[src/hw/rtl/hte_pkg.sv]
package hte_pkg;

   // Field widths of the request and response items
   localparam int SYM_W      = 8;
   localparam int CODE_W     = 32;
   localparam int LEN_W      = 6;
   localparam int OPCODE_W   = 2;
   localparam int BYTE_BITS  = 8;
   localparam int REQ_DATA_W = ((SYM_W + CODE_W + LEN_W + BYTE_BITS - 1) / BYTE_BITS) * BYTE_BITS;

   // Code table
   localparam int MAX_CODE_LEN = 32;
   localparam int TABLE_DEPTH  = 256;
   localparam int TABLE_AW     = $clog2(TABLE_DEPTH);
   localparam int STORED_LEN_W = $clog2(MAX_CODE_LEN + 1);
   localparam int CODE_EXT_W   = (MAX_CODE_LEN > CODE_W) ? MAX_CODE_LEN : CODE_W;

   // Packer accumulator: up to 7 pending bits plus one full code
   localparam int ACC_W = MAX_CODE_LEN + BYTE_BITS;
   localparam int CNT_W = $clog2(ACC_W + 1);

   // Command queue between front and packer
   localparam int QUEUE_DEPTH = 4;
   localparam int QUEUE_AW    = $clog2(QUEUE_DEPTH);

   typedef enum logic [OPCODE_W-1:0] {
      OP_LOAD   = 2'd0,
      OP_ENCODE = 2'd1,
      OP_FLUSH  = 2'd2
   } opcode_type;

   typedef enum logic {
      CMD_ENCODE = 1'b0,
      CMD_FLUSH  = 1'b1
   } cmd_kind_type;

   typedef struct packed {
      logic [STORED_LEN_W-1:0] len;
      logic [MAX_CODE_LEN-1:0] bits;
   } entry_type;

   typedef struct packed {
      cmd_kind_type            kind;
      logic [STORED_LEN_W-1:0] len;
      logic [MAX_CODE_LEN-1:0] bits;
   } cmd_type;

endpackage

[src/hw/rtl/hte_queue.sv]
module hte_queue import hte_pkg::*; (
   input  logic    clock,
   input  logic    reset,
   input  logic    push_valid,
   input  cmd_type push_cmd,
   output logic    push_ready,
   output logic    pop_valid,
   output cmd_type pop_cmd,
   input  logic    pop
);

   cmd_type                entry_ff [QUEUE_DEPTH];
   logic [QUEUE_AW-1:0]    wr_ptr_ff, wr_ptr_in;
   logic [QUEUE_AW-1:0]    rd_ptr_ff, rd_ptr_in;
   logic [QUEUE_AW:0]      count_ff, count_in;
   logic                   do_push;
   logic                   do_pop;

   assign push_ready = (count_ff != (QUEUE_AW+1)'(QUEUE_DEPTH));
   assign pop_valid  = (count_ff != '0);
   assign pop_cmd    = entry_ff[rd_ptr_ff];
   assign do_push    = push_valid && push_ready;
   assign do_pop     = pop && pop_valid;

   always_comb begin
      wr_ptr_in = wr_ptr_ff;
      rd_ptr_in = rd_ptr_ff;
      count_in  = count_ff;
      if (do_push) begin
         wr_ptr_in = wr_ptr_ff + 1'b1;
      end
      if (do_pop) begin
         rd_ptr_in = rd_ptr_ff + 1'b1;
      end
      if (do_push && !do_pop) begin
         count_in = count_ff + 1'b1;
      end else if (do_pop && !do_push) begin
         count_in = count_ff - 1'b1;
      end
   end

   always_ff @(posedge clock) begin
      if (reset) begin
         wr_ptr_ff <= '0;
         rd_ptr_ff <= '0;
         count_ff  <= '0;
      end else begin
         wr_ptr_ff <= wr_ptr_in;
         rd_ptr_ff <= rd_ptr_in;
         count_ff  <= count_in;
      end
      if (do_push) begin
         entry_ff[wr_ptr_ff] <= push_cmd;
      end
   end

endmodule

[config.mk]
export PLATFORM = sky130hd
export DESIGN_NAME = hte_queue
export DESIGN_NICKNAME = d
export VERILOG_FILES = /design/src/hw/rtl/hte_pkg.sv /design/src/hw/rtl/hte_queue.sv
export SDC_FILE = /design/constraint.sdc
export NUM_CORES = 1
export LEC_CHECK = 0
export ABC_AREA = 0
export BUFFER_PORTS_ARGS = -buffer_cell sky130_fd_sc_hd__buf_2
export CAP_MARGIN = 10
export CORE_ASPECT_RATIO = 0.75
export CORE_MARGIN = 4
export CORE_UTILIZATION = 56
export CTS_CLUSTER_SIZE = 25
export DETAILED_ROUTE_END_ITERATION = 16
export PLACE_DENSITY = 0.76
export SLEW_MARGIN = 20
export SYNTH_ARGS = -nofsm -noshare
export SYNTH_HDL_FRONTEND = slang
export SYNTH_SLANG_ARGS = --single-unit
[constraint.sdc]
create_clock -name clock -period 2.5 [get_ports clock]
set_input_delay 0.25 -clock clock [delete_from_list [all_inputs] [get_ports clock]]
set_output_delay 0.25 -clock clock [all_outputs]
set_load 0.02 [all_outputs]
### Word-level counts from Yosys, hierarchy flattened

Memory sizes are Yosys's and may differ from the RTL's. A register that Yosys moved wholly into a read port is not among the register bits.
Index checks and enable logic that the tools add are counted.

* add/sub/neg operators: 4
* $mul: 0
* divide/modulo/power cells: 0
* $lt $le $gt $ge: 0
* eq/ne operators: 1
* shift operators: 0
* multiplexer cells: 6
* bitwise logic cells: 0
* reduce and logical (&&, ||, !) cells: 8

Operators with widths (number)
* two-way mux 3 bit: 2
* adder 2 x 1 -> 2 bit (second input constant): 2
* logical AND 1 bit: 4
* two-way mux 2 bit: 2
* adder 3 x 1 -> 3 bit (second input constant): 1
* inequality test 3 bit (second input constant): 1
* nonzero test 3 bit: 1
* subtractor 3 x 1 -> 3 bit (second input constant): 1
* logical NOT 1 bit: 2
* two-way mux 1 bit: 2
* nonzero test 2 bit: 1

* flip-flop bits (word level): 7
* bits in latches: 0
* bits in writable memories: 156
* bits in read-only memories: 0
* bits of input ports: 43
* output and inout port bits: 41
* logic and storage cells: 23
* memories kept: 1

Memory list
* entry_ff: depth 4, width 39, rd ports 1, clocked after memory_dff 1, write ports 1, line hte_queue.sv:12 `cmd_type entry_ff [QUEUE_DEPTH];`

### Longest topological paths before layout

Gate-level depths: netlist of the first run.

* word-level depth: 6
* gate-level depth with buffers: 8

### Worst setup path before layout of the first run

Ideal clock, no wire load.

* kind: register to register
* start point: register count_ff[0]
* end point: memory entry_ff[0][0] (netlist name) (enable)
* setup time: 400 ps
* data arrival time: 1750 ps
* required time: 2100 ps
* path slack: 350 ps
* cell stages (with the launch flop): 4
* buffers on the path: 0
* path through: dfxtp_1 -> nor2_1 -> a21boi_2 -> and2_1

* longest elaborated chain between the ends: 4

Ends and longest elaborated chain
* from (decl): line hte_queue.sv:15 `logic [QUEUE_AW:0] count_ff, count_in;`
* from (signal assigned): line hte_queue.sv:50 `count_ff <= count_in;`
* inequality test 3 bit: line hte_queue.sv:19 `assign push_ready = (count_ff != (QUEUE_AW+1)'(QUEUE_DEPTH));`
* logical AND 1 bit: line hte_queue.sv:22 `assign do_push = push_valid && push_ready;`
* net do_push: line hte_queue.sv:16 `logic do_push;`
* two-way mux 1 bit: line hte_queue.sv:52 `if (do_push) begin`
* two-way mux 1 bit (implied by the code): line hte_queue.sv:53 `entry_ff[wr_ptr_ff] <= push_cmd;`
* to (decl): line hte_queue.sv:12

The timed path passes the listed nets, and every way through them passes these cells.

### Worst setup path in the final report of the first run

* start point: register count_ff[0]
* end point: register count_ff[2]

* longest elaborated chain between the ends: 5
* elaborated cells on any way between the ends: 13
* classes of those cells: add/sub (2); eq/ne (1); mux (2); reduce/logical (8)

Ends and longest elaborated chain
* inequality test 3 bit *: line hte_queue.sv:19
* logical AND 1 bit *: line hte_queue.sv:22
* net do_push: line hte_queue.sv:16
* logical NOT 1 bit: line hte_queue.sv:37 `end else if (do_pop && !do_push) begin`
* logical AND 1 bit: line hte_queue.sv:37
* nonzero test 2 bit (no line)

The timed path passes the listed nets; every way through them passes the cells marked *. The select of a mux whose other input is x is not followed.
A chain may end at the register's enable or synchronous reset.

==> results of run 1 <==
synth_stat cells, drive strengths merged:
master    n
a21oi     1
mux2i     2
o21ai     1
mux4     39
o311ai    1
inv       3
nor2      8
and2      4
dfxtp     9
or3       2
a21boi    1
xor2      4
buf       6
clkbuf    3
nand2b    2
o31ai     1
ha        5
edfxtp  156
fa        1
nand2     1
mux2      1
registers in the layout, summed over array words and instances (netlist names), named ones only:
signal / flops
count_ff: 3
rd_ptr_ff: 2
wr_ptr_ff: 2
entry_ff: 156
cells by family after synthesis:
kind of cell | count (synthesis) | share of synthesized area (%)
compound gates | 5 | 0.617
xor+xnor | 4 | 0.576
mux | 42 | 15.0
simple gates | 17 | 1.38
buf+inv | 12 | 1.15
flops | 165 | 80.0
fa+ha+maj | 6 | 1.36
worst max-delay path, delay by kind of cell, from the launching register on:
kind                       cells  cell delay, ns
adders and majority gates      2            0.62
DFF                            1            0.45
and+or+nand+nor                2            0.41
AOI/OAI and AO/OA              2            0.43
xor gates and xnor gates       1            0.17
buffers and inverters          1            0.06
area by class of cell:
class	count	share of cell area, %
flip-flops and latches	165	66.6
multi-input cells	74	15.8
repair buffers	94	7.15
clock buffers	18	5.87
well taps	136	2.33
clock inverters	14	2.12
inverters	3	0.154
diodes	1	0.0342
power breakdown:
group / internal, mW / switching, mW / total, mW
Clock: 1.48 / 1.03 / 2.52
Combinational: 0.851 / 1.12 / 1.97
Sequential: 3.36 / 0.116 / 3.48
per-stage QoR:
| step | worst slack [ns] | cells |
|---|---|---|
| floorplan | 0.350 | 251 |
| global placement | 0.398 | 472 |
| detailed placement | 0.293 | 472 |
| CTS | 0.284 | 504 |
| global route | 0.123 | 504 |
| finish | 0.286 | 505 |
worst min-delay path by stage:
stage	from	endpoint	slack, ns	cells after the start
after global routing	push_cmd[3]	entry_ff[1][3]$_DFFE_PP_	0.03	1
final	push_cmd[2]	entry_ff[3][2]$_DFFE_PP_	0.05	1
after CTS	push_cmd[9]	entry_ff[1][9]$_DFFE_PP_	0.03	1
after floorplan	push_cmd[0]	entry_ff[0][0]$_DFFE_PP_	0.35	0
after detailed placement	push_cmd[3]	entry_ff[1][3]$_DFFE_PP_	0.46	1
after global placement	push_cmd[8]	entry_ff[0][8]$_DFFE_PP_	0.46	1
routing by layer:
layer,vias up,GRT usage (%),wire (µm)
met1,1408,24.9,4450
met2,126,27.5,5170
met4,2,4.40,96
met3,8,7.82,894
li1,1257,-,-
met5,-,0,10
==> run metrics, run 1 <==
status complete, no violations; kind of critical path reg2reg; Setup Skew roughly 0.012 ns; PD cells 1090 nW/µm²; Synthesized Nets 300; Rel. slew slack about 69%; worst r2r src count_ff[0]$_SDFFE_PP0P_; P_leak 2.51 nW; Hold Path Class in2reg; antenna violations before repair 1; area leader, netlist edfxtp_1; critical path's slowest cell dfxtp_1; Yosys warnings 0; Reg area around 4900 µm²; final count of hold timing violations 0; crit share post-route 88.6%; top cells by area, synth edfxtp_1 77%, mux4_2 14%, dfxtp_1 3.0%, ha_1 1.0%, xor2_1 0.58%; die area approximately 13000 µm²; critical path startpoint count_ff[0]$_SDFFE_PP0P_; peak supply drop 651 µV; first-pass GRT wire length 16.9 mm; Avg Cell Area, Syn between 20 and 25 µm²; post-synthesis sequential area ratio 80.0%; CTS Hold Bufs 0; Gate Count Post-Synth 251; Reg2Reg Depth 8; hold slack 0.0477 ns; Worst EP arrival between 2 and 3 ns; root buffer cell clkbuf_16; top cell type's share of synthesized area 77.0%; crit path to count_ff[2]$_SDFFE_PP0P_; Core Region 10500 µm²; layout cell share with drive strength beyond 1 46.7%; vias in the first global route 2975; nets 404; Clock Latency Late Sink 0.41 ns; TritonCTS clock tree done; Seq cells post-synth between 150 and 200; Max-Cap Viols 0; Worst setup EP type flip-flop; final setup violation count 0; multi-input logic area 1150 µm²; GP Congestion a little over 0.7; DRC Markers 0; Fillers 615; Max Clk Rate 0.452 GHz; Placed Area 6730 µm²; most frequent cells in the layout 156 x edfxtp_1, 83 x buf_2, 39 x mux4_2; Tot Pwr 7.96 mW; clock sinks 165; commonest non-fill, non-tap cell in the layout edfxtp_1; Reg clk slew, reported paths 0.06 ns; Die X 128 µm; drt initial violations 270; post-synth cell types 23; vias post-DR 2801; global route overflow 0; largest net degree at the start of global routing 40; final instance area 7310 µm²; Antenna Nets Post-Route 0; clock buffer depth 2; Worst Path Required about 2.8 ns; RSZ-0062 raised after global routing no; Post-DP HPWL 6.41 mm; WL/cell 21.0 µm; Tmin final 2.21 ns; final wirelength 10.6 mm; CTS buffer count 17; total track usage 18.2%; Layout area overhead 20.2%; H-Tree Depth 4; Final Util 70.0%; r2r endpoint count_ff[2]$_SDFFE_PP0P_; post-cts resize count 0; num ports 84; mapped cell area slightly above 6000 µm²; Die Ht approximately 98 µm; Port Buffer Count 83; crit-path max FO 7; crit path cell chain nor2_1, a21boi_2, ha_1, inv_1, fa_1, xor2_1, or3_1, a21oi_1; nature of the critical path startpoint flip-flop; Core Rows 32; post-CTS setup buffers 0; Critical Path Max Stage Delay 0.45 ns; Final Max Slew Viols 0; initial core utilization about three fifths; vias per inst 5.55; flop-to-flop setup slack 0.29 ns; Worst-Margin Slew 0.457 ns; Setup TNS 0 ns; First-pass DRT Iterations 5
No activity file was read; power rests on OpenSTA's default activity.
==> run 2, diff against run 1 <==
--- a/config.mk
+++ b/config.mk
@@ -10,10 +10,10 @@
 export CAP_MARGIN = 10
 export CORE_ASPECT_RATIO = 0.75
 export CORE_MARGIN = 4
-export CORE_UTILIZATION = 56
+export CORE_UTILIZATION = 50
 export CTS_CLUSTER_SIZE = 25
 export DETAILED_ROUTE_END_ITERATION = 16
-export PLACE_DENSITY = 0.76
+export PLACE_DENSITY = 0.71
 export SLEW_MARGIN = 20
 export SYNTH_ARGS = -nofsm -noshare
 export SYNTH_HDL_FRONTEND = slang
==> run metrics, run 2 (synthesized netlist as in run 1, its figures left out) <==
Top Registers entry_ff x156, count_ff x3 (unchanged); worst r2r src count_ff[0]$_SDFFE_PP0P_ (unchanged); Antenna Nets Post-Route 0 (unchanged); Reg clk slew, reported paths 0.07 ns (was 0.06 ns); Worst EP arrival 2.62 ns (was 2.55 ns); Setup Skew 0.00664 ns (was 0.0115 ns); nets 405 (was 404); largest net degree at the start of global routing 27 (was 40); first-pass GRT wire length 16.8 mm (was 16.9 mm); Clk pwr share 31.9% (was 31.6%); final setup violation count 0 (unchanged); Worst setup EP type flip-flop (unchanged); commonest non-fill, non-tap cell in the layout edfxtp_1 (unchanged); Comb power frac 25.0% (was 24.8%); Core Region 11700 µm² (was 10500 µm²); nature of the critical path startpoint flip-flop (unchanged); First-pass DRT Iterations 4 (was 5); most frequent cells in the layout 156 x edfxtp_1, 83 x buf_2, 39 x mux4_2 (unchanged); Hold Path Class in2reg (unchanged); final count of hold timing violations 0 (unchanged); Int Power 5.80 mW (was 5.69 mW); RSZ-0062 raised after global routing no (unchanged); max reg flops 156 (unchanged); initial core utilization 51.8% (was 58.2%); P_sw 2.27 mW (about the same); CTS buffer count 17 (unchanged); post-cts resize count 0 (unchanged); Max Clk Rate 0.439 GHz (was 0.452 GHz); Max-Cap Viols 0 (unchanged); n_diodes 0 (was 1); layout cell share with drive strength beyond 1 45.8% (was 46.7%); Critical Path Max Stage Delay 0.45 ns (about the same); Die X 135 µm (was 128 µm); Reg power frac 43.2% (was 43.7%); Top reg by flops entry_ff (unchanged); crit path cell chain nor2_1, a21boi_2, ha_1, inv_1, fa_1, xor2_1, or3_1, a21oi_1 (unchanged); Core Rows 34 (was 32); crit share post-route 91.1% (was 88.6%); post-CTS setup buffers 0 (unchanged); clock buffer depth 2 (unchanged); Worst-Margin Slew 0.554 ns (was 0.457 ns); buffer and inverter count on the worst path 1 (unchanged); kind of critical path reg2reg (unchanged); hold path startpoint push_cmd[17] (was push_cmd[2]); drt initial violations 177 (was 270); status complete, no violations (unchanged); Top delay family on crit path adder cells (unchanged); vias post-DR 2851 (was 2801); num ports 84 (unchanged); Fillers 808 (was 615); PD cells 1090 nW/µm² (about the same); DRC Markers 0 (unchanged); Setup TNS 0 ns (unchanged); vias per inst 5.37 (was 5.55); Die Ht 104 µm (was 98.3 µm); Layout area overhead 21.7% (was 20.2%); Rel. slew slack 63.1% (was 69.1%); antenna violations before repair 4 (was 1); P_leak 2.53 nW (was 2.51 nW); clock sinks 165 (unchanged); critical path startpoint count_ff[0]$_SDFFE_PP0P_ (unchanged); vias in the first global route 2989 (was 2975); final wirelength 10.7 mm (was 10.6 mm); Port Buffer Count 83 (unchanged); CTS Hold Bufs 0 (unchanged); critical path's slowest cell dfxtp_1 (unchanged); root buffer cell clkbuf_16 (unchanged); H-Tree Depth 4 (unchanged); Placed Area 6820 µm² (was 6730 µm²); die area 14000 µm² (was 12600 µm²); TritonCTS clock tree done (unchanged); Post-DP HPWL 6.88 mm (was 6.41 mm); WL/cell 20.2 µm (was 21.0 µm); Switching Share 28.1% (was 28.5%); crit-path max FO 7 (unchanged); final instance area 7400 µm² (was 7310 µm²); Worst Path Required 2.84 ns (about the same); global route overflow 0 (unchanged); GP Congestion 0.703 (was 0.717); peak supply drop 712 µV (was 651 µV); Tmin final 2.28 ns (was 2.21 ns); total track usage 16.3% (was 18.2%); Clock Latency Late Sink 0.42 ns (was 0.41 ns); Final Max Slew Viols 0 (unchanged)
-- run 2: cell types whose count changed in the layout (fill, tap and decap cells not counted), sizes merged --
| cell | previous run | this run |
|---|---|---|
| diode | 1 | 0 |
| bufinv | 2 | 3 |
| buf | 94 | 95 |
| clkbuf | 18 | 17 |
| clkinv | 6 | 7 |
| inv | 5 | 4 |
-- run 2: area by class of cell --
cell class / count / area, µm² / share of cell area [%]
Inverter: 3 / 11.3 / 0.152
Clock inverter: 15 / 161 / 2.18
Timing Repair Buffer: 95 / 581 / 7.84
Sequential cell: 165 / 4870 / 65.8
Clock buffer: 17 / 425 / 5.75
Tap cell: 162 / 203 / 2.74
Multi-Input combinational cell: 74 / 1150 / 15.6
-- run 2: final timing paths --
check,cells after the start,to,slack [ns]
setup / recovery,8,count_ff[2]$_SDFFE_PP0P_,0.22
hold / removal,1,entry_ff[3][17]$_DFFE_PP_,0.05
setup reg to reg,8,count_ff[2]$_SDFFE_PP0P_,0.22
hold reg to reg,2,wr_ptr_ff[1]$_SDFFE_PP0P_,0.52
-- run 2: per-stage QoR --
stage                     hold slack [ns]  std cells  worst slack, ns  total power [mW]  utilization [%]
final                              0.0491        531            0.222              8.07             63.0
after global routing               0.0371        531           0.0650              8.42             63.0
after CTS                          0.0343        531            0.227              8.16             63.0
after detailed placement            0.468        499            0.251              5.59             58.0
after global placement              0.462        499            0.383              5.55             58.0
after floorplan                     0.349        251            0.350              4.91                -
-- run 2: metal layers --
| metal | GRT usage (%) | vias up | routed length (µm) |
|---|---|---|---|
| met1 | 22.6 | 1446 | 4680 |
| met2 | 24.0 | 105 | 5040 |
| met4 | 5.47 | 8 | 187 |
| met5 | 0 | - | 44 |
| met3 | 6.30 | 25 | 791 |
| li1 | - | 1267 | - |
-- run 2: power groups by stage --
stage	registers [mW]	logic (mW)	clock network, mW
2_1_floorplan	3.49	1.42	0
3_3_place_gp	3.52	2.02	0
3_5_place_dp	3.54	2.05	0
4_1_cts	3.49	2.06	2.62
5_1_grt	3.51	2.17	2.74
6_report	3.48	2.02	2.57
-- run 2: worst reg2reg max path: stages (launching register included) --
cell and delay, ns:
dfxtp_1 0.45, nor2_1 0.10, a21boi_2 0.32, ha_1 0.25
inv_1 0.06, fa_1 0.38, xor2_1 0.18, or3_1 0.32
a21oi_1 0.15
