### src/hw/rtl/hte_pkg.sv
package hte_pkg;

   // Field widths of the request and response items
   localparam int SYM_W      = 8;
   localparam int CODE_W     = 32;
   localparam int LEN_W      = 6;
   localparam int OPCODE_W   = 2;
   localparam int BYTE_BITS  = 8;
   localparam int REQ_DATA_W = ((SYM_W + CODE_W + LEN_W + BYTE_BITS - 1) / BYTE_BITS) * BYTE_BITS;

   // Code table
   localparam int MAX_CODE_LEN = 32;
   localparam int TABLE_DEPTH  = 256;
   localparam int TABLE_AW     = $clog2(TABLE_DEPTH);
   localparam int STORED_LEN_W = $clog2(MAX_CODE_LEN + 1);
   localparam int CODE_EXT_W   = (MAX_CODE_LEN > CODE_W) ? MAX_CODE_LEN : CODE_W;

   // Packer accumulator: up to 7 pending bits plus one full code
   localparam int ACC_W = MAX_CODE_LEN + BYTE_BITS;
   localparam int CNT_W = $clog2(ACC_W + 1);

   // Command queue between front and packer
   localparam int QUEUE_DEPTH = 4;
   localparam int QUEUE_AW    = $clog2(QUEUE_DEPTH);

   typedef enum logic [OPCODE_W-1:0] {
      OP_LOAD   = 2'd0,
      OP_ENCODE = 2'd1,
      OP_FLUSH  = 2'd2
   } opcode_type;

   typedef enum logic {
      CMD_ENCODE = 1'b0,
      CMD_FLUSH  = 1'b1
   } cmd_kind_type;

   typedef struct packed {
      logic [STORED_LEN_W-1:0] len;
      logic [MAX_CODE_LEN-1:0] bits;
   } entry_type;

   typedef struct packed {
      cmd_kind_type            kind;
      logic [STORED_LEN_W-1:0] len;
      logic [MAX_CODE_LEN-1:0] bits;
   } cmd_type;

endpackage

### src/hw/rtl/hte_packer.sv
module hte_packer import hte_pkg::*; (
   input  logic                 clock,
   input  logic                 reset,
   input  logic                 cmd_valid,
   input  cmd_type              cmd,
   output logic                 cmd_pop,
   output logic                 rsp_tvalid,
   input  logic                 rsp_tready,
   output logic [BYTE_BITS-1:0] rsp_tdata,
   output logic                 rsp_tlast
);

   // Bits are kept left-aligned: the next output byte is the top byte.
   logic [ACC_W-1:0]     buf_ff, buf_in;
   logic [CNT_W-1:0]     cnt_ff, cnt_in;
   logic                 rsp_valid_ff, rsp_valid_in;
   logic [BYTE_BITS-1:0] rsp_byte_ff, rsp_byte_in;
   logic                 rsp_last_ff, rsp_last_in;

   logic                 out_free;
   logic                 emit;
   logic [ACC_W-1:0]     code_aligned;
   logic [CNT_W-1:0]     align_shift;

   assign out_free = !rsp_valid_ff || rsp_tready;

   always_comb begin
      align_shift  = CNT_W'(ACC_W) - CNT_W'(cmd.len);
      code_aligned = (ACC_W'(cmd.bits) << align_shift) >> cnt_ff;
   end

   always_comb begin
      buf_in      = buf_ff;
      cnt_in      = cnt_ff;
      cmd_pop     = 1'b0;
      emit        = 1'b0;
      rsp_byte_in = rsp_byte_ff;
      rsp_last_in = rsp_last_ff;
      priority if (cnt_ff >= CNT_W'(BYTE_BITS)) begin
         if (out_free) begin
            emit        = 1'b1;
            rsp_byte_in = buf_ff[ACC_W-1 -: BYTE_BITS];
            rsp_last_in = (cnt_ff < CNT_W'(2 * BYTE_BITS));
            buf_in      = buf_ff << BYTE_BITS;
            cnt_in      = cnt_ff - CNT_W'(BYTE_BITS);
         end
      end else if (cmd_valid && cmd.kind == CMD_ENCODE) begin
         cmd_pop = 1'b1;
         buf_in  = buf_ff | code_aligned;
         cnt_in  = cnt_ff + CNT_W'(cmd.len);
      end else if (cmd_valid && cnt_ff == '0) begin
         // flush with nothing pending
         cmd_pop = 1'b1;
      end else if (cmd_valid && out_free) begin
         cmd_pop     = 1'b1;
         emit        = 1'b1;
         rsp_byte_in = buf_ff[ACC_W-1 -: BYTE_BITS];
         rsp_last_in = 1'b1;
         buf_in      = '0;
         cnt_in      = '0;
      end
      if (emit) begin
         rsp_valid_in = 1'b1;
      end else if (rsp_tready) begin
         rsp_valid_in = 1'b0;
      end else begin
         rsp_valid_in = rsp_valid_ff;
      end
   end

   always_ff @(posedge clock) begin
      if (reset) begin
         buf_ff       <= '0;
         cnt_ff       <= '0;
         rsp_valid_ff <= 1'b0;
      end else begin
         buf_ff       <= buf_in;
         cnt_ff       <= cnt_in;
         rsp_valid_ff <= rsp_valid_in;
      end
      rsp_byte_ff <= rsp_byte_in;
      rsp_last_ff <= rsp_last_in;
   end

   assign rsp_tvalid = rsp_valid_ff;
   assign rsp_tdata  = rsp_byte_ff;
   assign rsp_tlast  = rsp_last_ff;

endmodule

### config.mk
export PLATFORM = sky130hd
export DESIGN_NAME = hte_packer
export DESIGN_NICKNAME = d
export VERILOG_FILES = /design/src/hw/rtl/hte_pkg.sv /design/src/hw/rtl/hte_packer.sv
export SDC_FILE = /design/constraint.sdc
export NUM_CORES = 1
export LEC_CHECK = 0
export BUFFER_PORTS_ARGS = -buffer_cell sky130_fd_sc_hd__buf_4
export CELL_PAD_IN_SITES_DETAIL_PLACEMENT = 0
export CELL_PAD_IN_SITES_GLOBAL_PLACEMENT = 2
export CORE_ASPECT_RATIO = 0.6
export CORE_MARGIN = 4
export CORE_UTILIZATION = 30
export DETAILED_ROUTE_END_ITERATION = 8
export PLACE_DENSITY_LB_ADDON = 0.1
export SLEW_MARGIN = 5
export SYNTH_ARGS = -nofsm -noshare
export SYNTH_HDL_FRONTEND = slang
export SYNTH_SLANG_ARGS = --single-unit
export TNS_END_PERCENT = 5
### constraint.sdc
create_clock -name clock -period 12.2 [get_ports clock]
set_clock_uncertainty 0.2 [all_clocks]
set_input_delay 1.22 -clock clock [delete_from_list [all_inputs] [get_ports clock]]
set_output_delay 1.22 -clock clock [all_outputs]
set_load 0.005 [all_outputs]
Yosys cells after proc, flatten, opt, wreduce, memory -nomap -nowiden. Index checks and enable logic that the tools add are counted.

Flip-flop bits (word level): 56. Bits of input ports: 43. Word-level logic and storage cells: 59. Output and inout bits: 11.

Bitwise logic cells: 2. Reductions and logical operators: 11. $lt $le $gt $ge: 2. Equal/unequal tests: 4. Mux-type cells: 30. Add/subtract/negate cells: 3. Shifts and indexed selects: 2.

Operators by type and width (count): 40-bit 2-to-1 mux (5); 8-bit 2-to-1 mux (5); 40-bit OR (1); 32-bit by 6-bit << shifter with 40-bit output (1); 40-bit by 6-bit >> shifter with 40-bit output (1); 6-bit 2-to-1 mux (5); 1-bit 2-to-1 mux (15); 6-bit adder (1); 6-bit by 4-bit >= comparator with 1-bit output, second input constant (1); 6-bit logical NOT (1); 6-bit by 5-bit < comparator with 1-bit output, second input constant (1); 2-bit inequality test, second input constant (3); 6-bit by 4-bit subtractor with 6-bit output, second input constant (1); 6-bit subtractor, first input constant (1); 4-bit AND reduction (1); 2-bit nonzero test (2); 1-bit logical AND (3); 3-bit inequality test, second input constant (1); 3-bit AND reduction (1); 3-bit nonzero test (1); 1-bit logical NOT (1); 1-bit logical OR (1); 1-bit inverter (1).

Logic depth before layout (Yosys ltp). Gate-level depths: netlist of the first run.

Depth after elaboration: 8. Mapped depth: 21. Gate-level depth less buffers: 12.

Worst setup path before layout of the first run. No wires, ideal clock.

Path type: input to register. Start: in cmd[32] in the netlist's numbering. End: reg buf_ff[13]. Path slack: 6686 ps. Arrival time: 5194 ps. Required time: 11880 ps. Setup time: 120 ps. Path buffers: 7. Stages: 17. Path through: buf_2 > buf_6 > inv_4 > buf_2 > buf_4 > ha_1 > buf_6 > buf_2 > buf_2 > mux2_2 > mux4_1 > a211o_1 > a32oi_1 > a2bb2oi_1 > nor2_1 > or4_1 > a211o_1.

Cells in the longest elaborated chain, start to end: 6.

RTL lines: start: declaration (RTL line hte_packer.sv:5) `input cmd_type cmd,`; 6-bit subtractor (RTL line hte_packer.sv:28) `align_shift = CNT_W'(ACC_W) - CNT_W'(cmd.len);`; 32-bit by 6-bit << shifter with 40-bit output (RTL line hte_packer.sv:29) `code_aligned = (ACC_W'(cmd.bits) << align_shift) >> cnt_ff;`; 40-bit by 6-bit >> shifter with 40-bit output (RTL line hte_packer.sv:29); 40-bit OR (RTL line hte_packer.sv:49) `buf_in = buf_ff | code_aligned;`; 40-bit 2-to-1 mux (RTL line hte_packer.sv:47) `end else if (cmd_valid && cmd.kind == CMD_ENCODE) begin`; 40-bit 2-to-1 mux (RTL line hte_packer.sv:39) `priority if (cnt_ff >= CNT_W'(BYTE_BITS)) begin`; end signal: assignment (RTL line hte_packer.sv:77) `buf_ff <= buf_in;`; end: declaration (RTL line hte_packer.sv:14) `logic [ACC_W-1:0] buf_ff, buf_in;`.

No other way between the ends. A chain may end at the register's enable or synchronous reset.

Final worst setup path of the first run. Ends and elaborated chain as after synthesis.

==> impl_metrics.csv, run 1 <==
group,metric,value,unit
run_status,outcome,"complete, no violations",
sta,final_hold_viol_count,0,
clocking,cts_htree_levels,2,
clocking,clk_pin_slew,90,ps
synthesis,synth_compound_area_share,30.7,%
power_and_ir_drop,power_density,163,nW/um^2
synthesis,ys_ff_latch,56,
global_route,grt_usage,24.4,%
global_route,antenna_found_initial,0,
critical_path,start_kind,"input pin",
synthesis,ys_async_sr_fraction,0,%
clocking,postCtsSetupRepairBufs,0,
global_route,grt.overflow.total,0,
clocking,cts_buffers,5,
clocking,cts_sinks,56,
layout,area_delta_synth_final,9.71,%
sta,max_freq,167,MHz
power_and_ir_drop,ir_worst_vdd,114,uV
global_route,grt_pass1_vias,8049,
route,wl_per_cell,26.9,um
sta,fin_crit_sh,49.0,%
synthesis,synth_mux_area_share,26.7,%
synthesis,synth_fa_ha_area_share,1.50,%
placement,gp_congestion,0.979,
global_route,grt_max_degree,69,
die,fp.dieW,219,um
die,rows,46,
layout,final-instance-count-excl-fill,1359,
synthesis,synth_edf_count,9,
clocking,clockBufferDepth,2,
synthesis,synth_area,8020,sq um
clocking,cts_resized,0,
route,viasPerCell,6.36,
route,antenna_left,0,
job,max_cap_violations,0,
synthesis,syn_nets,1054,
die,die-area,29500,sq um
synthesis,ys_types,89,
clocking,clk_latency,310,ps
hold_path,hp-start,"buf_ff[38]",
sta,tns,0,ps
die,io_pins,54,
sta,slew_viol_final,0,
critical_path,crit_arrival,5990,ps
placement,dp_hpwl,27800,um
route,drt_iter0_markers,1253,
die,fp.coreArea,26400,sq um
critical_path,r2r_start,"cnt_ff[5]",
route,num_vias,8640,
layout,final_util,33.4,%
synthesis,yosys.area_share.simple,17.9,%
layout,antennaDiodeCount,0,
critical_path,critPathLaunch,"cmd[32]",
clocking,root_buffer,"clkbuf_16",
synthesis,yosys_warnings,0,
synthesis,synth_ff_type,"dfxtp_1",
placement,portBuffers,53,
critical_path,crit_type,"input pin to flop",
route,dr.pass1.iters,6,
placement,dp.cells,1351,
die,die_h,135,um
hold_path,hold_class,"flop to flop",
route,route.detailed.drc,0,
global_route,grt_pass1_wl,54900,um
sta,min_period,5980,ps
sta,rsz0062_at_grt,"false",
layout,layout_common_cells,"84 x nand2_1, 84 x nor2_1, 83 x a21oi_1, 83 x buf_4, 68 x mux2i_1",
route,totalWireLength,36500,um
sta,worst_pin_slew,1020,ps
critical_path,cp_max_fo,68,
layout,drive_above_1_share,19.7,%
critical_path,critPathCaptureType,"flop",
clocking,ctsHoldBuffers,0,
synthesis,yosysSeqAreaShare,15.1,%
synthesis,synthCells,1002,
synthesis,synthXorXnorAreaFrac,1.33,%
sta,finalSetupViolCount,0,
synthesis,synth_top_family_by_area,"compound AO/OA/AOI/OAI gates",
synthesis,syn_area_per_cell,8.00,sq um
power_and_ir_drop,p_leak,3.22,nW
clocking,cts_tree,"built",
critical_path,cp_data_required_time,12210,ps
die,start_util,30.4,%
sta,max_slew_margin,31.8,%
layout,fin_nets,1050,
synth_stat cells, drive strengths merged, types with 13 or more instances:
library cell	count	area share [%]
nand3	35	2.2
clkbuf	58	2.7
o221ai	16	1.7
mux2	45	6.3
a211oi	27	2.5
buf	36	3.1
o21ai	59	3.7
a22oi	18	1.7
mux4	41	12
inv	18	0.87
mux2i	69	8.7
dfxtp	47	12
a21oi	84	5.2
nand2	85	4.0
nor3	34	2.1
a221oi	13	1.4
nor2	85	4.0
critical path: stages:
cell and delay (ps):
buf_4 160, inv_4 310, ha_2 250, buf_4 650
mux2_2 430, mux2i_1 390, mux4_2 370, or2_0 270
a31oi_1 150, mux2_2 290, o21ai_1 560, nor3_1 100
or4_1 440, a211o_1 300
layout make-up:
type | instances | area [sq um]
multi-input combinational | 832 | 6290
timing repair buffer | 83 | 623
fill | 2877 | 17600
tap | 360 | 450
sequential | 56 | 1210
clock inverter | 1 | 6.26
inverter | 20 | 77.6
clock buffer | 7 | 143
state kept, by name (all words and copies together), names as in the netlist:
| signal | count |
|---|---|
| rsp_tdata | 8 |
| rsp_tlast | 1 |
| buf_ff | 40 |
| cnt_ff | 6 |
| rsp_tvalid | 1 |
report_power, final:
part	total [mW]	switching (mW)	leakage [nW]	internal (mW)
logic	0.998	0.669	2.68	0.329
registers	0.274	0.0339	0.473	0.240
clock network	0.159	0.0767	0.0744	0.0826
kinds of logic (layout without fill, tap and decap cells):
group | after synthesis | count (layout)
AOI/OAI and AO/OA | 353 | 353
adders and majority gates | 9 | 9
xor gates and xnor gates | 10 | 10
DFF | 56 | 56
buffers and inverters | 114 | 111
muxes | 155 | 155
and+or+nand+nor | 305 | 305
worst paths after layout:
check	slack [ps]	cells after the start	end
worst min register to register	250	0	rsp_tdata[6]
worst max register to register	7280	11	buf_ff[27]
worst max-delay path	6220	14	buf_ff[13]
worst min-delay path	250	0	rsp_tdata[6]
metal layers:
metal	GRT usage (%)	vias up	wire (um)
met3	7.67	26	3980
met1	41.2	4279	19000
met2	29.9	386	13300
li1	-	3949	-
met5	0	-	0
met4	2.00	0	197
through the flow:
step	total power, mW	instance area, sq um	worst slack [ps]	hold WS (ps)
after floorplan	0.901	8020	6690	209
after global placement	1.26	8650	5980	243
after detailed placement	1.25	8650	6020	252
after CTS	1.41	8800	6350	258
after global routing	1.52	8800	5990	273
final	1.43	8800	6220	251
Note: power is estimated with default switching activity, not from simulation.
==> run 2: changes to the inputs <==
==> constraint.sdc (replaced) <==
create_clock -name clock -period 5.55 [get_ports clock]
set_clock_uncertainty 0.2 [all_clocks]
set_input_delay 0.555 -clock clock [delete_from_list [all_inputs] [get_ports clock]]
set_output_delay 0.555 -clock clock [all_outputs]
set_load 0.005 [all_outputs]
==> run 2 against run 1 <==
Net effect: largest power group unchanged; routed wire length rose by 2.5%; clock power rose by 110%; sequential power rose by 110%; final area rose by 1.7%; critical path type unchanged; hold slack got worse by 7.0 ps; global-route usage rose by 0.59 points.
==> impl_metrics.csv, run 2 (synthesis gave the netlist of run 1 again) <==
group,metric,value,unit
run_status,outcome,"complete, no violations",
layout,largest_reg_flops,40,
global_route,grt.overflow.total,0,
power_and_ir_drop,p_leak,3.31,nW
critical_path,slowest_delay,770,ps
placement,dpl_worst_slack,487,ps
route,wl_per_cell,27.2,um
critical_path,r2r-end,"buf_ff[29]",
critical_path,cp_max_fo,27,
sta,max_slew_margin,27.6,%
die,fp.dieW,219,um
critical_path,path_cells,"buf_4, inv_1, ha_2, buf_4, mux2i_1, mux4_1, and2_1, nor4_1, and2_1, a211o_1, mux2i_1, mux4_2, o221ai_1, and3_1",
sta,rsz0062_at_grt,"false",
power_and_ir_drop,p_comb_share,70.7,%
clocking,cts_sinks,56,
sta,tns,0,ps
global_route,grt_max_degree,49,
sta,layout_setup_ws,677,ps
critical_path,cp_data_required_time,5600,ps
layout,antennaDiodeCount,0,
sta,worst_pin_slew,1080,ps
sta,min_period,4870,ps
layout,area_delta_synth_final,11.6,%
layout,final-instance-count-excl-fill,1379,
power_and_ir_drop,power_density,354,nW/um^2
die,rows,46,
placement,gp_congestion,0.975,
critical_path,r2r_slack,1550,ps
placement,placed_area,8800,sq um
critical_path,crit_type,"input pin to flop",
layout,final_common_cell,"buf_4",
global_route,grt_pass1_wl,56000,um
critical_path,ff2ff_path_depth,11,
sta,final_hold_viol_count,0,
placement,dp_hpwl,29600,um
layout,top_register,"buf_ff",
die,fp.coreArea,26400,sq um
hold_path,hold_class,"flop to flop",
clocking,root_buffer,"clkbuf_16",
critical_path,r2r_start,"cnt_ff[4]",
layout,stdcell_area,8950,sq um
route,dr.pass1.iters,6,
die,io_pins,54,
sta,fin_crit_sh,87.8,%
die,start_util,30.4,%
layout,drive_above_1_share,21.4,%
clocking,cts_buffers,5,
hold_path,min_path_cells,0,
route,route.detailed.drc,0,
critical_path,critPathCaptureType,"flop",
sta,finalSetupViolCount,0,
power_and_ir_drop,ir_worst_vdd,295,uV
power_and_ir_drop,p_sw,1.72,mW
power_and_ir_drop,p_clk_share,10.7,%
route,viasPerCell,6.35,
global_route,grt_usage,25.0,%
sta,max_freq,205,MHz
die,die-area,29500,sq um
layout,final_util,33.9,%
clocking,clk_latency,310,ps
route,drt_iter0_markers,1261,
clocking,clockBufferDepth,2,
clocking,cts_resized,0,
placement,dp.cells,1371,
clocking,ctsHoldBuffers,0,
critical_path,crit_arrival,4920,ps
critical_path,critPathSlowestCell,"ha_2",
hold_path,hp-start,"buf_ff[36]",
placement,portBuffers,53,
power_and_ir_drop,netSwitchingFraction,54.3,%
hold_path,whs_endpoint,"rsp_tdata[4]",
clocking,postCtsSetupRepairBufs,0,
critical_path,start_kind,"input pin",
clocking,cts_tree,"built",
power_and_ir_drop,pwr-share-seq,18.6,%
route,antenna_left,0,
clocking,clk_pin_slew,80,ps
clocking,cts_htree_levels,2,
layout,fin_nets,1070,
sta,slew_viol_final,0,
global_route,grt_pass1_vias,8286,
die,die_h,135,um
route,num_vias,8761,
route,totalWireLength,37400,um
layout,layout_common_cells,"103 x buf_4, 84 x nand2_1, 84 x nor2_1",
global_route,antenna_found_initial,0,
job,max_cap_violations,0,
power_and_ir_drop,p_int,1.45,mW
run 2: cell types whose count changed in the layout (fill, tap and decap cells not counted):
cell,before,now
clkbuf_1,1,0
clkinv_4,0,1
buf_4,83,103
clkbuf_8,1,0
inv_4,2,1
clkinvlp_4,0,2
run 2: through the flow:
step                      hold slack [ps]  power [mW]
after floorplan                       209        1.98
after global placement                225        2.81
after detailed placement              222        2.78
after CTS                             244        3.13
after global routing                  266        3.37
final                                 243        3.17
run 2: how the worst max path moves through the flow:
stage                 start    endpoint  slack, ps  cells past startpoint
finish              cmd[33]  buf_ff[21]        680                     14
global placement    cmd[33]  buf_ff[13]        480                     13
floorplan           cmd[32]  buf_ff[13]        700                     17
global route        cmd[33]  buf_ff[32]        560                     13
CTS                 cmd[33]  buf_ff[21]        820                     14
detailed placement  cmd[33]  buf_ff[21]        490                     14
run 2: critical path: cells and delay by family:
kind	cells	cell delay (ps)
buffers and inverters	3	600
AOI/OAI and AO/OA	2	320
adders and majority gates	1	770
and+or+nand+nor	4	1280
muxes	4	1380
run 2: power by group through the flow:
stage	registers, mW	logic [mW]	clock network [mW]
global route	0.601	2.40	0.367
detailed placement	0.598	2.18	0
floorplan	0.584	1.40	0
CTS	0.590	2.19	0.347
finish	0.589	2.24	0.340
global placement	0.598	2.21	0
run 2: cell type report:
| type | instances | area, sq um |
|---|---|---|
| flip-flops and latches | 56 | 1210 |
| repair buffers | 103 | 773 |
| inverters | 20 | 77.6 |
| clock buffers | 5 | 125 |
| fillers | 2852 | 17400 |
| clock inverters | 3 | 23.8 |
| well taps | 360 | 450 |
| multi-input cells | 832 | 6290 |
run 2: layer usage:
layer	track usage (%)	vias to the layer above	part of all wire, %
met1	42.3	4368	53
met3	8.72	13	11
met4	1.33	0	0.27
li1	-	3982	-
met2	30.2	398	35
met5	0	-	0
==> run 3: changes to the inputs <==
--- a/config.mk
+++ b/config.mk
@@ -6,9 +6,9 @@
 export NUM_CORES = 1
 export LEC_CHECK = 0
 export BUFFER_PORTS_ARGS = -buffer_cell sky130_fd_sc_hd__buf_4
+export CAP_MARGIN = 30
 export CELL_PAD_IN_SITES_DETAIL_PLACEMENT = 0
 export CELL_PAD_IN_SITES_GLOBAL_PLACEMENT = 2
-export CORE_ASPECT_RATIO = 0.6
 export CORE_MARGIN = 4
 export CORE_UTILIZATION = 30
 export DETAILED_ROUTE_END_ITERATION = 8
==> constraint.sdc (replaced) <==
create_clock -name clock -period 5.55 [get_ports clock]
set_clock_uncertainty 0.2 [all_clocks]
set_input_delay 0.8325 -clock clock [delete_from_list [all_inputs] [get_ports clock]]
set_output_delay 0.8325 -clock clock [all_outputs]
set_load 0.005 [all_outputs]
==> run 3 against run 2 <==
Net effect: global-route usage about the same; critical path depth rose by 2; worst setup slack got worse by 73 ps; total power rose by 2.6%; count of clock-buffer cells in the layout unchanged; final area increased by 0.71%; die area fell by 0.29%; register-to-register slack got worse by 150 ps; non-clock buffer count up 8.
==> impl_metrics.csv, run 3 (synthesis gave the netlist of run 1 again) <==
group,metric,value,unit
run_status,outcome,"complete, no violations",
clocking,cts_tree,"built",
sta,finalSetupViolCount,0,
layout,antennaDiodeCount,0,
critical_path,start_kind,"input pin",
layout,top_register,"buf_ff",
critical_path,cp_data_required_time,5560,ps
die,start_util,30.6,%
sta,worst_pin_slew,945,ps
die,die_h,171,um
power_and_ir_drop,power_density,361,nW/um^2
global_route,antenna_found_initial,0,
route,viasPerCell,6.47,
clocking,cts_htree_levels,2,
layout,final_util,34.4,%
die,rows,59,
route,totalWireLength,37400,um
clocking,cts_sinks,56,
route,route.detailed.drc,0,
power_and_ir_drop,ir_worst_vdd,325,uV
placement,dpl_worst_slack,338,ps
clocking,cts_buffers,5,
critical_path,ff2ff_path_depth,13,
job,max_cap_violations,0,
clocking,ctsHoldBuffers,0,
clocking,clk_latency,320,ps
sta,tns,0,ps
critical_path,critPathCaptureType,"flop",
layout,layout_common_cells,"109 x buf_4, 84 x nand2_1, 84 x nor2_1",
sta,slew_viol_final,0,
global_route,grt_pass1_wl,56500,um
sta,max_freq,202,MHz
global_route,grt_max_degree,49,
layout,largest_reg_flops,40,
placement,portBuffers,53,
critical_path,crit_type,"input pin to flop",
power_and_ir_drop,p_leak,3.37,nW
route,drt_iter0_markers,872,
critical_path,crit_arrival,4950,ps
layout,final_common_cell,"buf_4",
sta,rsz0062_at_grt,"false",
placement,gp_congestion,0.963,
sta,final_hold_viol_count,0,
die,io_pins,54,
hold_path,min_path_cells,0,
global_route,grt_pass1_vias,8456,
clocking,clk_pin_slew,90,ps
sta,min_period,4950,ps
clocking,root_buffer,"clkbuf_16",
layout,drive_above_1_share,22.1,%
clocking,clockBufferDepth,2,
hold_path,hold_class,"flop to flop",
route,wl_per_cell,27.4,um
critical_path,cp_max_fo,25,
die,fp.coreArea,26200,sq um
layout,area_delta_synth_final,12.4,%
sta,max_slew_margin,36.8,%
global_route,grt.overflow.total,0,
sta,layout_setup_ws,605,ps
layout,fin_nets,1078,
route,dr.pass1.iters,5,
die,fp.dieW,171,um
global_route,grt_usage,25.1,%
clocking,cts_resized,0,
sta,fin_crit_sh,89.1,%
placement,dp_hpwl,28700,um
route,antenna_left,0,
clocking,postCtsSetupRepairBufs,0,
route,num_vias,8810,
die,die-area,29400,sq um
-- run 3: cell count changes in the layout (fill, tap and decap cells not counted), sizes merged --
| cell | delta |
|---|---|
| buf | +8 |
| clkinvlp | -1 |
| clkinv | -1 |
| inv | +2 |
-- run 3: through the flow --
step	area (sq um)	hold WS, ps	total power, mW	std cells
finish	9010	273	3.25	1362
global route	9010	278	3.44	1362
CTS	9000	265	3.21	1361
global placement	8820	257	2.87	1351
floorplan	8020	209	1.98	1002
detailed placement	8850	237	2.85	1353
-- run 3: worst paths after layout --
path | slack, ps | start | endpoint
setup / recovery | 600 | cmd[33] | buf_ff[17]
setup reg to reg | 1400 | cnt_ff[4] | buf_ff[2]
hold reg to reg | 270 | buf_ff[36] | rsp_tdata[4]
hold / removal | 270 | buf_ff[36] | rsp_tdata[4]
-- run 3: report_power, final --
group          switching (mW)  internal, mW  leakage [nW]
Combinational            1.52         0.787          2.83
Sequential             0.0668         0.527         0.473
Clock                   0.180         0.172        0.0708
Total                    1.76          1.49          3.37
-- run 3: final cells by class --
class | instances | area [sq um]
clock buffers | 5 | 125
well taps | 335 | 419
fillers | 2779 | 17200
clock inverters | 3 | 25.0
multi-input cells | 832 | 6290
flip-flops and latches | 56 | 1210
repair buffers | 111 | 866
inverters | 20 | 77.6
-- run 3: layer usage --
metal | vias to the layer above | routed length [um] | GRT usage [%] | share of wire, %
met3 | 66 | 2100 | 2.53 | 5.6
met4 | 0 | 1160 | 7.03 | 3.1
met1 | 4321 | 17100 | 36.2 | 46
li1 | 3992 | - | - | -
met5 | - | 0 | 0 | 0
met2 | 431 | 17000 | 39.8 | 45
-- run 3: worst max-delay path, cell delays in order --
cell and delay, ps:
buf_4 170, inv_1 60, ha_2 610, buf_12 250
buf_4 200, mux2i_1 440, mux4_1 350, and2_1 170
nor4_1 70, buf_4 150, and2_1 170, a211o_1 310
mux2i_1 460, mux2i_1 250, a311oi_1 340, a21oi_1 90
